**config.mk**
```make
export PLATFORM = sky130hd
export DESIGN_NAME = rmrpy_sqrt_cell
export DESIGN_NICKNAME = d
export VERILOG_FILES = /design/src/hdl/rmrpy_sqrt_cell.sv
export SDC_FILE = /design/constraint.sdc
export NUM_CORES = 1
export LEC_CHECK = 0
export BUFFER_PORTS_ARGS = -buffer_cell sky130_fd_sc_hd__buf_2
export CORE_MARGIN = 2
export CORE_UTILIZATION = 56
export DETAILED_ROUTE_END_ITERATION = 6
export MAX_ROUTING_LAYER = met4
export PLACE_DENSITY = 0.83
export SYNTH_ARGS = -nofsm -noshare
export SYNTH_HDL_FRONTEND = slang
export SYNTH_SLANG_ARGS = --single-unit
export TNS_END_PERCENT = 100
```
**constraint.sdc**
```tcl
create_clock -name clk -period 5.26 [get_ports clk]
set_input_delay 0.526 -clock clk [delete_from_list [all_inputs] [get_ports clk]]
set_output_delay 0.526 -clock clk [all_outputs]
set_load 0.05 [all_outputs]
```
**src/hdl/rmrpy_sqrt_cell.sv**
```systemverilog
// ----------------------------------------------------------------------------
// Square root cell
// One bit of a restoring integer square root, registered when the chain moves.
// ----------------------------------------------------------------------------
module rmrpy_sqrt_cell #(
	parameter int NW  = 64,
	parameter int BIT = 0
) (
	input  logic          clk,
	input  logic          en,
	input  logic [NW-1:0] n_d,
	input  logic [NW-1:0] r_d,
	output logic [NW-1:0] n_q,
	output logic [NW-1:0] r_q
);
	localparam logic [NW-1:0] B = NW'(1) << (2 * BIT);
	always_ff @(posedge clk) begin
		if (en) begin
			if (n_d >= r_d + B) begin
				n_q <= n_d - (r_d + B);
				r_q <= (r_d >> 1) + B;
			end else begin
				n_q <= n_d;
				r_q <= r_d >> 1;
			end
		end
	end
endmodule

```
Word-level counts from Yosys, hierarchy flattened
Index checks and enable logic that the tools add are counted.
{ "word_totals": {"latchBits": 0, "n_memories": 0, "romBits": 0, "input_bits": 130, "output_inout_bits": 128, "regBits": 128, "mem_bits_rw": 0, "elab_cells": 9} }
{ "op_classes": {"order_cmp": 1, "n_div": 0, "multipliers": 0, "muxes": 2, "shift": 0, "bitwise": 0, "n_eq_ne": 0, "n_reduce_logical": 0, "add_sub_neg": 3} }
{ "ops": {"columns": ["op", "n"], "rows": [
  ["$add 63x1->64 const B", 1],
  ["$add 64x1->64 const B", 1],
  ["$ge 64x64->1", 1],
  ["$mux 64", 1],
  ["$sub 64x64->64", 1],
  ["$mux 63", 1]
]} }

Depth between registers and ports, before layout
{ "depth": {"ltp_word": 3, "depth_mapped": 26, "mapped_depth_nobuf": 20} }

Least setup slack after synthesis
Ideal clock, no wire load.
{ "synth_timing": {"path_kind": "input to register", "from": "input r_d[13]", "to": "register n_q[61], data pin", "required_time_ns": 5.001, "slack_ns": 0.652, "arrival_time_ns": 4.349, "setup_time_ns": 0.259, "stages": 22, "path_buffers": 3, "cell_sequence": "clkbuf_1 -> nand2_1 -> nor2_2 -> nand3_4 -> or3_1 -> buf_2 -> inv_2 -> nand2_1 -> nor2_1 -> nand2_1 -> xor2_1 -> ha_1 -> clkbuf_1 -> a21o_1 -> a21o_1 -> a21oi_1 -> o21ai_1 -> a221o_1 -> a221o_1 -> a21oi_1 -> mux2i_1 -> a211o_1"} }
{ "synth_between": {"elab_chain_len": 3, "word_cells_on_any_way": 4, "cone_classes": "add/sub: 2; order compare: 1; mux: 1"} }
{ "synth_rtl": {"columns": ["element", "line_no", "text"], "rows": [
  ["from (decl)", "12", "input logic [NW-1:0] r_d,"],
  ["$add 64x1->64 *", "19, 20", null],
  ["$sub 64x64->64 or $ge 64x64->1 (tied branches)", "20, 19", null],
  ["$mux 64 *", "19", "if (n_d >= r_d + B) begin"],
  ["to (signal assigned)", "20", "n_q <= n_d - (r_d + B);"],
  ["to (signal assigned)", "23", "n_q <= n_d;"],
  ["to (decl)", "13", "output logic [NW-1:0] n_q,"]
]} }
Mark *: on every way between the ends. The rest lies on a longest branch, timed or not.
A chain may end at the register's enable or synchronous reset.

Worst setup path after layout
{ "layout_timing": {"from": "input r_d[2]", "to": "register r_q[62], data pin"} }
{ "layout_between": {"elab_chain_len": 3, "word_cells_on_any_way": 4, "cone_classes": "add/sub: 2; order compare: 1; mux: 1"} }
{ "layout_rtl": {"columns": ["element", "line_no", "text"], "rows": [
  ["$add 64x1->64", "19", null],
  ["$ge 64x64->1", "19", null],
  ["$mux 63 *", "19", null],
  ["to (signal assigned)", "21", "r_q <= (r_d >> 1) + B;"],
  ["to (signal assigned)", "24", "r_q <= r_d >> 1;"],
  ["to (decl)", "14", "output logic [NW-1:0] r_q"]
]} }
Marks and branches as above.

==> impl_metrics.csv <==
group,metric,value,unit
floorplanning,die_h,145,um
routing,routed_via_density,6.11,
layout,postLayoutCoreUtil,69.5,%
sta,fin_crit,4.92,ns
power,powerDensity,295,nW/um2
layout,seq_area,3840,um2
power,p_int,2.44,mW
grt,grt_pass1_wl,58100,um
logic_synthesis,synth-main-ff-cell,"edfxtp_1",
floorplanning,die_width,145,um
power,clkPwrFrac,31.3,%
layout,drive_gt1_share,24.2,%
routing,drc_errors,0,
clock_tree,htreeDepth,4,
routing,first_pass_iters,5,
floorplanning,core.rowCount,51,
routing,drtIter0Drc,1194,
routing,vias,11238,
logic_synthesis,yosys-top-cells-area,"edfxtp_1 (34%), xor2_1 (7.7%), ha_1 (7.4%)",
routing,wirelength,37800,um
power,power_frac_comb,36.2,%
logic_synthesis,yosys_register_bits,128,
floorplanning,ios,258,
sta,setup_viol,0,
place,io_buffer_count,257,
floorplanning,fp.dieArea,21100,um2
routing,wl_per_cell,20.5,um
layout,final_cell_mix,"buf_2 (256), nand2_1 (154), a21oi_1 (133)",
sta,finalCritPeriodShare,93.5,%
clock_tree,cts_num_sinks,128,
grt,grt-ovfl-total,0,
sta,hold_violations,0,
layout,area_delta_synth_final,21.7,%
sta,slew_headroom,55.6,%
worst_setup_path,critPathLaunchType,"input port",
worst_setup_path,cp-end-kind,"register",
power,peakVddDrop,234,uV
worst_setup_path,worstPathRequired,5.44,ns
logic_synthesis,syn_area_per_cell,8.62,um2
worst_setup_path,setup.worst_path.class,"input port to register",
sta,rsz0062_at_grt,"no",
logic_synthesis,async_flop_share,0,%
logic_synthesis,syn_nets,1491,
clock_tree,cts.clk_slew.worst_paths,0.06,ns
logic_synthesis,synth_top_area_cell,"edfxtp_1",
grt,antenna_found_initial,1,
layout,multi_input_area,6910,um2
logic_synthesis,netlist_area,11200,um2
routing,postRouteAntennaNets,0,
logic_synthesis,synth_top_area_share,34.5,%
clock_tree,cts-resized-gates,0,
floorplanning,initial_core_util,57.1,%
layout,fillers,1604,
grt,grt_max_degree,55,
place,globalplace.congestion,1.04,
clock_tree,cts_setup_buffers,0,
power,switching_power,1.56,mW
grt,grtUsageTotal,36.2,%
sta,drv_slew,0,
clock_tree,cts_tree,"yes",
grt,grt_pass1_vias,10629,
place,place_hpwl,30000,um
clock_tree,cts_buffers,17,
logic_synthesis,syn-instance-count,1294,
hold_path,hold_path_class,"input port to register",
worst_setup_path,critPathMaxFanout,11,
sta,timing.fmax,0.203,GHz
logic_synthesis,yosysSeqAreaShare,34.5,%
clock_tree,cts_buffer_depth,2,
sta,fin_tns_setup,0,ns
logic_synthesis,ys_types,70,
worst_setup_path,cp.arrival,5.10,ns
power,seqPwrFrac,32.5,%
job,maxCapViolCount,0,
floorplanning,coreArea,19500,um2
logic_synthesis,yosysWarningCount,0,
status,status,"finished clean",
layout,mostFrequentLayoutCell,"buf_2",
logic_synthesis,synth_enable_flop_cells,128,
sta,worst_pin_slew,0.655,ns
clock_tree,cts_root_buffer,"clkbuf_16",
clock_tree,cts_hold_buf,0,
power,p_leak,5.58,nW
power,switching_share,38.9,%
layout,final_nets,1758,
[layout make-up]
type	instances	area share, %
Antenna cell	1	0.0184
Clock buffer	17	3.13
Clock inverter	14	1.33
Inverter	26	0.719
Multi-Input combinational cell	1075	50.9
Sequential cell	128	28.3
Tap cell	265	2.44
Timing Repair Buffer	313	13.1
[cell families after synthesis]
family	share of synthesized area [%]
buffers and inverters	3.65
AO/OA/AOI/OAI	17.3
AND/OR/NAND/NOR	22.6
XOR/XNOR	14.4
multiplexers	0.0898
adder cells (fa/ha/maj)	7.58
flip-flops	34.5
[through the flow]
stage	hold WS [ns]	cell area [um2]	setup WS, ns	power [mW]	cells
6_report	0.397	13600	0.340	4.00	1839
5_1_grt	0.423	13600	0.117	4.15	1839
4_1_cts	0.395	13600	0.481	3.99	1838
3_5_place_dp	0.835	13000	0.0540	2.74	1807
3_3_place_gp	0.835	13000	0.120	2.74	1807
2_1_floorplan	0.638	11200	0.652	2.33	1294
[state kept, by name, summed over array words and instances, names as in the netlist]
name / count
n_q: 64
r_q: 64
[worst paths after layout]
kind  slack [ns]       to  startpoint  cells past startpoint
max         0.34  r_q[62]      r_d[2]                     23
min         0.40   n_q[2]      n_d[2]                      3
[power groups by stage]
stage	registers, mW	logic [mW]	clock network, mW
CTS	1.30	1.43	1.26
floorplan	1.73	0.595	0
finish	1.30	1.45	1.25
detailed placement	1.32	1.42	0
global route	1.31	1.54	1.30
global placement	1.32	1.41	0
[metal layers]
| layer | GRT usage, % | part of all wire [%] | wire [um] | vias to the layer above |
|---|---|---|---|---|
| li1 | - | - | - | 5257 |
| met1 | 51.3 | 43 | 16400 | 5238 |
| met2 | 53.8 | 44 | 16700 | 649 |
| met3 | 4.34 | 9.2 | 3470 | 94 |
| met4 | 13.3 | 3.4 | 1280 | 0 |
| met5 | - | 0 | 0 | - |
[Yosys cell counts (26+ instances only)]
cell type    n
and3_1      27
nor2_1     131
ha_1        66
a21oi_1    133
nand4_1     47
nand2_1    154
a21o_1      35
nor3_1      26
o21ai_0     49
edfxtp_1   128
clkbuf_1    31
xor2_1      98
nand3_1     46
xnor2_1     85
[critical path, cell delays in order]
cell,delay (ns)
buf_2,0.15
ha_1,0.20
and3_1,0.22
and4_1,0.31
and3_1,0.27
and3_4,0.25
and3_1,0.18
and4_1,0.24
nand2_2,0.10
nor2_1,0.16
xnor2_1,0.16
ha_1,0.42
nand2_1,0.13
nor2_1,0.24
buf_4,0.17
a21oi_1,0.05
o21ai_0,0.13
a21oi_1,0.09
a21oi_2,0.31
or2_4,0.27
buf_4,0.23
nand3_1,0.13
xnor2_1,0.15
Note: power is estimated with default switching activity, not from simulation.
